## config.mk

```make
export PLATFORM = sky130hd
export DESIGN_NAME = adv_service_uuid_filter_unit
export DESIGN_NICKNAME = d
export VERILOG_FILES = /design/src/design/auf_pkg.sv /design/src/design/auf_in_reg.sv /design/src/design/auf_parser.sv /design/src/design/auf_out_reg.sv /design/src/design/adv_service_uuid_filter_unit.sv
export SDC_FILE = /design/constraint.sdc
export NUM_CORES = 1
export LEC_CHECK = 0
export BUFFER_PORTS_ARGS = -buffer_cell sky130_fd_sc_hd__buf_4
export CAP_MARGIN = 10
export CELL_PAD_IN_SITES_DETAIL_PLACEMENT = 2
export CELL_PAD_IN_SITES_GLOBAL_PLACEMENT = 2
export CORE_UTILIZATION = 41
export DETAILED_ROUTE_END_ITERATION = 6
export PLACE_DENSITY_LB_ADDON = 0.25
export SLEW_MARGIN = 30
export SYNTH_ARGS = -nofsm -noshare
export SYNTH_HDL_FRONTEND = slang
export SYNTH_HIERARCHICAL = 1
export SYNTH_SLANG_ARGS = --single-unit
```

## constraint.sdc

```tcl
create_clock -name clk_i -period 3.05 [get_ports clk_i]
set_input_delay 0.305 -clock clk_i [delete_from_list [all_inputs] [get_ports clk_i]]
set_output_delay 0.305 -clock clk_i [all_outputs]
set_load 0.01 [all_outputs]
```

## src/design/auf_pkg.sv

```systemverilog
// Shared types and constants for the advertising service identifier filter.
package auf_pkg;

  localparam int unsigned ByteW    = 8;
  localparam int unsigned UuidW    = 64;
  localparam int unsigned ChunkLen = 16;
  localparam int unsigned ChunkIdxW = $clog2(ChunkLen);
  localparam int unsigned CfgIdxW  = 1;

  localparam logic [CfgIdxW-1:0] CFG_UUID_LOW  = 1'd0;
  localparam logic [CfgIdxW-1:0] CFG_UUID_HIGH = 1'd1;

  localparam logic [ByteW-1:0] AD_TYPE_UUID128_PART = 8'h06;
  localparam logic [ByteW-1:0] AD_TYPE_UUID128_ALL  = 8'h07;

  typedef struct packed {
    logic [ByteW-1:0] adv_byte;
    logic             last_byte;
  } auf_item_t;

  typedef struct packed {
    logic valid;
    logic found;
  } auf_result_t;

endpackage

```

## src/design/auf_in_reg.sv

```systemverilog
// Input request register of the service identifier filter.
module auf_in_reg
  import auf_pkg::*;
(
  input  logic                 clk_i,
  input  logic                 rst_ni,
  input  logic                 s_axis_tvalid,
  output logic                 s_axis_tready,
  input  logic [ByteW-1:0]     s_axis_tdata,  // [7:0] adv_byte
  input  logic                 s_axis_tlast,  // last_byte
  input  logic                 take_i,
  output logic                 item_valid_o,
  output auf_item_t            item_o
);

  logic      valid_q, valid_d;
  auf_item_t item_q;

  assign s_axis_tready = !valid_q || take_i;
  assign valid_d       = s_axis_tvalid || (valid_q && !take_i);

  always_ff @(posedge clk_i or negedge rst_ni) begin
    if (!rst_ni) begin
      valid_q <= 1'b0;
    end else begin
      valid_q <= valid_d;
    end
  end

  always_ff @(posedge clk_i) begin
    if (s_axis_tvalid && s_axis_tready) begin
      item_q.adv_byte  <= s_axis_tdata;
      item_q.last_byte <= s_axis_tlast;
    end
  end

  assign item_valid_o = valid_q;
  assign item_o       = item_q;

endmodule

```

## src/design/auf_parser.sv

```systemverilog
// Length-type-data walker and 128-bit identifier chunk compare.
module auf_parser
  import auf_pkg::*;
(
  input  logic                 clk_i,
  input  logic                 rst_ni,
  input  logic                 cfg_we_i,
  input  logic [CfgIdxW-1:0]   cfg_idx_i,
  input  logic [UuidW-1:0]     cfg_data_i,
  input  logic                 item_valid_i,
  input  auf_item_t            item_i,
  input  logic                 out_free_i,
  output logic                 take_o,
  output auf_result_t          result_o
);

  localparam logic [1:0] PH_LENGTH = 2'd0;
  localparam logic [1:0] PH_TYPE   = 2'd1;
  localparam logic [1:0] PH_DATA   = 2'd2;
  localparam logic [1:0] PH_STOP   = 2'd3;

  logic [UuidW-1:0]     uuid_low_q, uuid_high_q;
  logic [1:0]           phase_q, phase_d;
  logic [ByteW-1:0]     left_q, left_d;
  logic                 list_q, list_d;
  logic [ChunkIdxW-1:0] idx_q, idx_d;
  logic                 mis_q, mis_d;
  logic                 shit_q, shit_d;
  logic                 phit_q, phit_d;
  logic [2*UuidW-1:0]   uuid;
  logic [ByteW-1:0]     exp_byte;
  logic                 mis_now;
  logic [ByteW-1:0]     b;

  assign b        = item_i.adv_byte;
  assign uuid     = {uuid_high_q, uuid_low_q};
  assign exp_byte = uuid[idx_q*ByteW +: ByteW];
  assign mis_now  = mis_q || (b != exp_byte);
  assign take_o   = item_valid_i && (!item_i.last_byte || out_free_i);

  always_comb begin
    phase_d = phase_q;
    left_d  = left_q;
    list_d  = list_q;
    idx_d   = idx_q;
    mis_d   = mis_q;
    shit_d  = shit_q;
    phit_d  = phit_q;
    case (phase_q)
      PH_LENGTH: begin
        if (!item_i.last_byte) begin
          if (b == '0) begin
            phase_d = PH_STOP;
          end else begin
            left_d  = b;
            phase_d = PH_TYPE;
          end
        end
      end
      PH_TYPE: begin
        left_d  = left_q - 1'b1;
        list_d  = (b == AD_TYPE_UUID128_PART) || (b == AD_TYPE_UUID128_ALL);
        idx_d   = '0;
        mis_d   = 1'b0;
        shit_d  = 1'b0;
        phase_d = PH_DATA;
        if (left_d == '0) begin
          phase_d = PH_LENGTH;
        end
      end
      PH_DATA: begin
        mis_d = mis_now;
        if (idx_q == ChunkIdxW'(ChunkLen - 1)) begin
          if (list_q && !mis_now) begin
            shit_d = 1'b1;
          end
          mis_d = 1'b0;
        end
        idx_d  = idx_q + 1'b1;
        left_d = left_q - 1'b1;
        if (left_d == '0) begin
          phit_d  = phit_q || shit_d;
          phase_d = PH_LENGTH;
        end
      end
      default: begin
      end
    endcase
    result_o.valid = take_o && item_i.last_byte;
    result_o.found = phit_d;
    if (item_i.last_byte) begin
      phase_d = PH_LENGTH;
      left_d  = '0;
      list_d  = 1'b0;
      idx_d   = '0;
      mis_d   = 1'b0;
      shit_d  = 1'b0;
      phit_d  = 1'b0;
    end
  end

  always_ff @(posedge clk_i or negedge rst_ni) begin
    if (!rst_ni) begin
      uuid_low_q  <= '0;
      uuid_high_q <= '0;
      phase_q     <= PH_LENGTH;
      left_q      <= '0;
      list_q      <= 1'b0;
      idx_q       <= '0;
      mis_q       <= 1'b0;
      shit_q      <= 1'b0;
      phit_q      <= 1'b0;
    end else begin
      if (cfg_we_i && cfg_idx_i == CFG_UUID_LOW) begin
        uuid_low_q <= cfg_data_i;
      end
      if (cfg_we_i && cfg_idx_i == CFG_UUID_HIGH) begin
        uuid_high_q <= cfg_data_i;
      end
      if (take_o) begin
        phase_q <= phase_d;
        left_q  <= left_d;
        list_q  <= list_d;
        idx_q   <= idx_d;
        mis_q   <= mis_d;
        shit_q  <= shit_d;
        phit_q  <= phit_d;
      end
    end
  end

endmodule

```

## src/design/auf_out_reg.sv

```systemverilog
// Result register of the service identifier filter.
module auf_out_reg
  import auf_pkg::*;
(
  input  logic             clk_i,
  input  logic             rst_ni,
  input  auf_result_t      result_i,
  output logic             out_free_o,
  output logic             m_axis_tvalid,
  input  logic             m_axis_tready,
  output logic [ByteW-1:0] m_axis_tdata   // [0] found, [7:1] zero
);

  logic valid_q, valid_d;
  logic found_q;

  assign out_free_o = !valid_q || m_axis_tready;
  assign valid_d    = result_i.valid || (valid_q && !m_axis_tready);

  always_ff @(posedge clk_i or negedge rst_ni) begin
    if (!rst_ni) begin
      valid_q <= 1'b0;
    end else begin
      valid_q <= valid_d;
    end
  end

  always_ff @(posedge clk_i) begin
    if (result_i.valid) begin
      found_q <= result_i.found;
    end
  end

  assign m_axis_tvalid = valid_q;
  assign m_axis_tdata  = {{(ByteW-1){1'b0}}, found_q};

endmodule

```

## src/design/adv_service_uuid_filter_unit.sv

```systemverilog
// Top level of the advertising payload 128-bit service identifier filter.
//
// Payload bytes enter on the s_axis request channel, one byte per request,
// with s_axis_tlast on the final byte of a payload. The block walks the
// length-type-data structures and compares each whole 16-byte chunk of
// structures of type 0x06 or 0x07 with the identifier in the two config
// registers (index 0 low half, index 1 high half), written through cfg_*.
// Exactly one result request leaves on m_axis per payload, after its last
// byte; m_axis_tdata bit 0 says whether the identifier was found.
// Throughput is one byte per cycle while m_axis does not stall. A byte
// is held in the input register and is parsed as it leaves it; the result
// appears in the output register in the following cycle.
// Reset clears the parse state, the identifier and the valid flags of both channel registers.
// When m_axis stalls with a result pending, non-last bytes keep flowing;
// the next last byte waits in the input register and s_axis_tready drops
// until the pending result is taken.
module adv_service_uuid_filter_unit
  import auf_pkg::*;
(
  input  logic               clk_i,
  input  logic               rst_ni,
  input  logic               cfg_we_i,
  input  logic [CfgIdxW-1:0] cfg_idx_i,
  input  logic [UuidW-1:0]   cfg_data_i,
  input  logic               s_axis_tvalid,
  output logic               s_axis_tready,
  input  logic [ByteW-1:0]   s_axis_tdata,  // [7:0] adv_byte
  input  logic               s_axis_tlast,  // last_byte
  output logic               m_axis_tvalid,
  input  logic               m_axis_tready,
  output logic [ByteW-1:0]   m_axis_tdata   // [0] found, [7:1] zero
);

  logic        take;
  logic        item_valid;
  auf_item_t   item;
  logic        out_free;
  auf_result_t result;

  auf_in_reg u_in_reg (
    .clk_i         (clk_i),
    .rst_ni        (rst_ni),
    .s_axis_tvalid (s_axis_tvalid),
    .s_axis_tready (s_axis_tready),
    .s_axis_tdata  (s_axis_tdata),
    .s_axis_tlast  (s_axis_tlast),
    .take_i        (take),
    .item_valid_o  (item_valid),
    .item_o        (item)
  );

  auf_parser u_parser (
    .clk_i        (clk_i),
    .rst_ni       (rst_ni),
    .cfg_we_i     (cfg_we_i),
    .cfg_idx_i    (cfg_idx_i),
    .cfg_data_i   (cfg_data_i),
    .item_valid_i (item_valid),
    .item_i       (item),
    .out_free_i   (out_free),
    .take_o       (take),
    .result_o     (result)
  );

  auf_out_reg u_out_reg (
    .clk_i         (clk_i),
    .rst_ni        (rst_ni),
    .result_i      (result),
    .out_free_o    (out_free),
    .m_axis_tvalid (m_axis_tvalid),
    .m_axis_tready (m_axis_tready),
    .m_axis_tdata  (m_axis_tdata)
  );

endmodule

```

==> run_results.csv <==
group,metric,value,unit
logic_synthesis,synth.cells.most_frequent,"dfrtp_1, mux2_2, mux2i_1",
cts,numClockSinks,158,
floorplanning,pin_count,89,
floorplanning,dieArea,19100,um2
logic_synthesis,yosys_warnings,6,
logic_synthesis,synthTopCellsByArea,"dfrtp_1, mux2_2, mux4_2, edfxtp_1, mux2i_1",
outcome,status,"complete, but fails checks",
cts,cts.clk_slew.worst_paths,0.07,ns
logic_synthesis,yosys_most_used_dff,"dfrtp_1",
logic_synthesis,synth_edf_count,10,
logic_synthesis,synth_simple_gate_area_share,5.97,%
worst_setup_path,reg2reg_from,"u_parser/idx_q[1]",
pwr,irDropWorstVdd,0.000388,V
grt,grt_pass1_vias,5802,
final_layout,final_util,50.5,%
sta,max_slew_margin,52.7,%
route,drc_errors,10,
floorplanning,die_x,138,um
min_path,min_delay_path_depth,1,
final_layout,antennaDiodeCount,0,
worst_setup_path,critPathKind,"reg2reg",
sta,rsz0062_at_grt,"false",
pwr,p_sw_share,30.5,%
pwr,pwr-share-comb,21.7,%
route,ant_nets,0,
worst_setup_path,cp.arrival,3.13,ns
pwr,powerDensity,695,nW/um2
pwr,seq_power_share,42.8,%
logic_synthesis,synth_compound_area_share,5.53,%
sta,slew_violations,0,
worst_setup_path,worstReg2RegEnd,"u_out_reg/found_q",
final_layout,final_nets,717,
logic_synthesis,ys_seq_area_share,52.6,%
logic_synthesis,synth-xor-area-share,0.921,%
logic_synthesis,postSynthCellCount,551,
final_layout,synthToLayoutAreaGrowth,20.0,%
route,routed_wl,21.8,mm
cts,cts_buffers,17,
worst_setup_path,crit_path_start_kind,"flip-flop",
run,drv_cap,0,
logic_synthesis,synthAdderAreaFrac,0.987,%
sta,period_share,94.6,%
sta,tns,0,ns
placement,dpl.hpwl,14.8,mm
logic_synthesis,ys_ff_latch,158,
pwr,internal-power,4.40,mW
worst_setup_path,end_kind,"flip-flop",
cts,clock_latency,0.43,ns
outcome,violations,"design-rule violations",
sta,max_slew.worst_pin.slew,0.708,ns
route,drtPass1Iterations,6,
route,first_iter_violations,176,
grt,grt_pass1_wl,34.6,mm
worst_setup_path,r2r_cells,7,
logic_synthesis,synthDominantCellAreaShare,48.7,%
grt,grt_use_total,24.3,%
sta,min_period,2.89,ns
sta,clock_skew,0.00970,ns
route,vias_per_cell,5.73,
logic_synthesis,synth.most_common_cell,"dfrtp_1",
grt,antenna_found_initial,0,
pwr,p_leak,3.78,nW
logic_synthesis,synth.area.mux_share,30.7,%
pwr,p_clk_share,35.5,%
cts,cts_tree,"done",
cts,cts_root_buf,"clkbuf_16",
sta,finalSetupViolations,0,
pwr,switchingPower,1.93,mW
grt,grt_remaining_overflow,0,
logic_synthesis,synth_top_area_cell,"dfrtp_1",
placement,gp_congestion,0.826,
logic_synthesis,ys_async_sr_fraction,93.7,%
worst_setup_path,reg2reg_slack,0.16,ns
min_path,hp-class,"in2reg",
min_path,worstHoldEndpoint,"u_in_reg/item_o[7]",
worst_setup_path,crit_required,3.30,ns
final_layout,layout-drive-gt1-share,43.9,%
min_path,holdCritStartpoint,"s_axis_tdata[6]",
grt,grt_max_degree,92,
sta,final-hold-violation-count,0,
route,wl_per_cell,25.0,um
logic_synthesis,syn_area,7610,um2
logic_synthesis,syn_avg_cell_area,13.8,um2
floorplanning,rows,49,
placement,port_buffers,81,
logic_synthesis,synth_top_family_by_area,"multiplexers",
logic_synthesis,ys_types,53,
sta,fmax,0.346,GHz
floorplanning,die_h,138,um
cts,cts_max_level,4,
cts,cts_buffer_depth,2,
floorplanning,initial_core_util,42.1,%
floorplanning,coreArea,18100,um2
route,vias,5004,
worst_setup_path,cp_max_fo,16,
state kept, by name (all words and copies together), names as in the netlist, 2 cells and up:
name                  flops
u_parser/uuid_low_q      64
u_parser/phase_q          2
u_parser/left_q           8
u_parser/idx_q            4
u_parser/uuid_high_q     64
u_in_reg/item_o           9
worst max-delay path: stages, from the launching register on:
cell and delay (ns):
dfrtp_4 0.59, mux4_1 0.62, mux4_2 0.50, xnor2_1 0.15, nand2_1 0.11, nor4b_4 0.28
nand4_2 0.20, o21ai_0 0.26
layer usage:
layer  vias to the layer above  share of wire [%]  GRT usage, %
met1                      2658                 40          28.4
met5                         -                  0             0
met4                         0                2.3          8.75
li1                       2195                  -             -
met2                       126                 55          44.4
met3                        25                3.1          4.75
worst max path at each step:
stage | start | to | depth (start not counted)
2_1_floorplan | u_parser/idx_q[1] | u_parser/mis_q | 8
3_3_place_gp | u_parser/idx_q[1] | u_out_reg/found_q | 7
3_5_place_dp | u_parser/idx_q[1] | u_out_reg/found_q | 7
4_1_cts | u_parser/idx_q[1] | u_out_reg/found_q | 7
5_1_grt | u_parser/idx_q[1] | u_out_reg/found_q | 7
6_report | u_parser/idx_q[1] | u_out_reg/found_q | 7
power groups by stage:
stage | sequential [mW] | clock [mW] | combinational (mW)
6_report | 2.72 | 2.25 | 1.38
2_1_floorplan | 2.60 | 0 | 0.952
3_5_place_dp | 2.74 | 0 | 1.35
4_1_cts | 2.71 | 2.30 | 1.38
3_3_place_gp | 2.71 | 0 | 1.26
5_1_grt | 2.75 | 2.37 | 1.50
cells in the final DEF (no fill, tap or decap), drive strengths merged, types with 3 or more instances in the layout:
cell	Yosys	final
a21o	3	3
a21oi	12	12
a22oi	9	9
buf	14	96
clkbuf	27	18
conb	1	7
dfrtp	148	148
edfxtp	10	10
ha	6	6
inv	9	18
mux2	129	129
mux2i	28	28
mux4	25	25
nand2	22	22
nand2b	5	5
nand3	11	11
nor2	12	12
nor2b	5	5
nor3	4	4
nor3b	6	6
nor4	3	3
o21ai	22	22
o31ai	7	7
or3	3	3
xnor2	5	5
xor2	3	3
what timing repair did:
action,CTS,global route
hold buffers,0,1
setup buffers,0,0
gates resized for setup,0,1
setup endpoints to repair,0,3
endpoints found under the hold margin,0,20
stage by stage:
step	hold slack, ns	area [um2]	cells	power [mW]	setup WS [ns]
after floorplan	0.00941	7630	557	3.56	0.535
after global placement	0.446	8470	840	3.97	0.296
after detailed placement	0.465	8470	840	4.09	0.0951
after CTS	0.0138	9080	871	6.39	0.0591
after global routing	0.0279	9130	873	6.62	0.0134
final	0.0505	9130	873	6.34	0.163
cells by family after synthesis:
kind of cell             Yosys count
AO/OA/AOI/OAI                     66
XOR/XNOR                           8
adder cells (fa/ha/maj)            6
buffers and inverters             50
flip-flops                       158
multiplexers                     182
other                              1
AND/OR/NAND/NOR                   80
area by class of cell:
type                    instances  area, um2
clock buffers                  18        450
clock inverters                13        165
fillers                      1670       8960
inverters                       9       33.8
multi-input cells             349       3390
flip-flops and latches        158       4010
well taps                     229        287
repair buffers                 97        792
No activity file was read; power rests on OpenSTA's default activity.
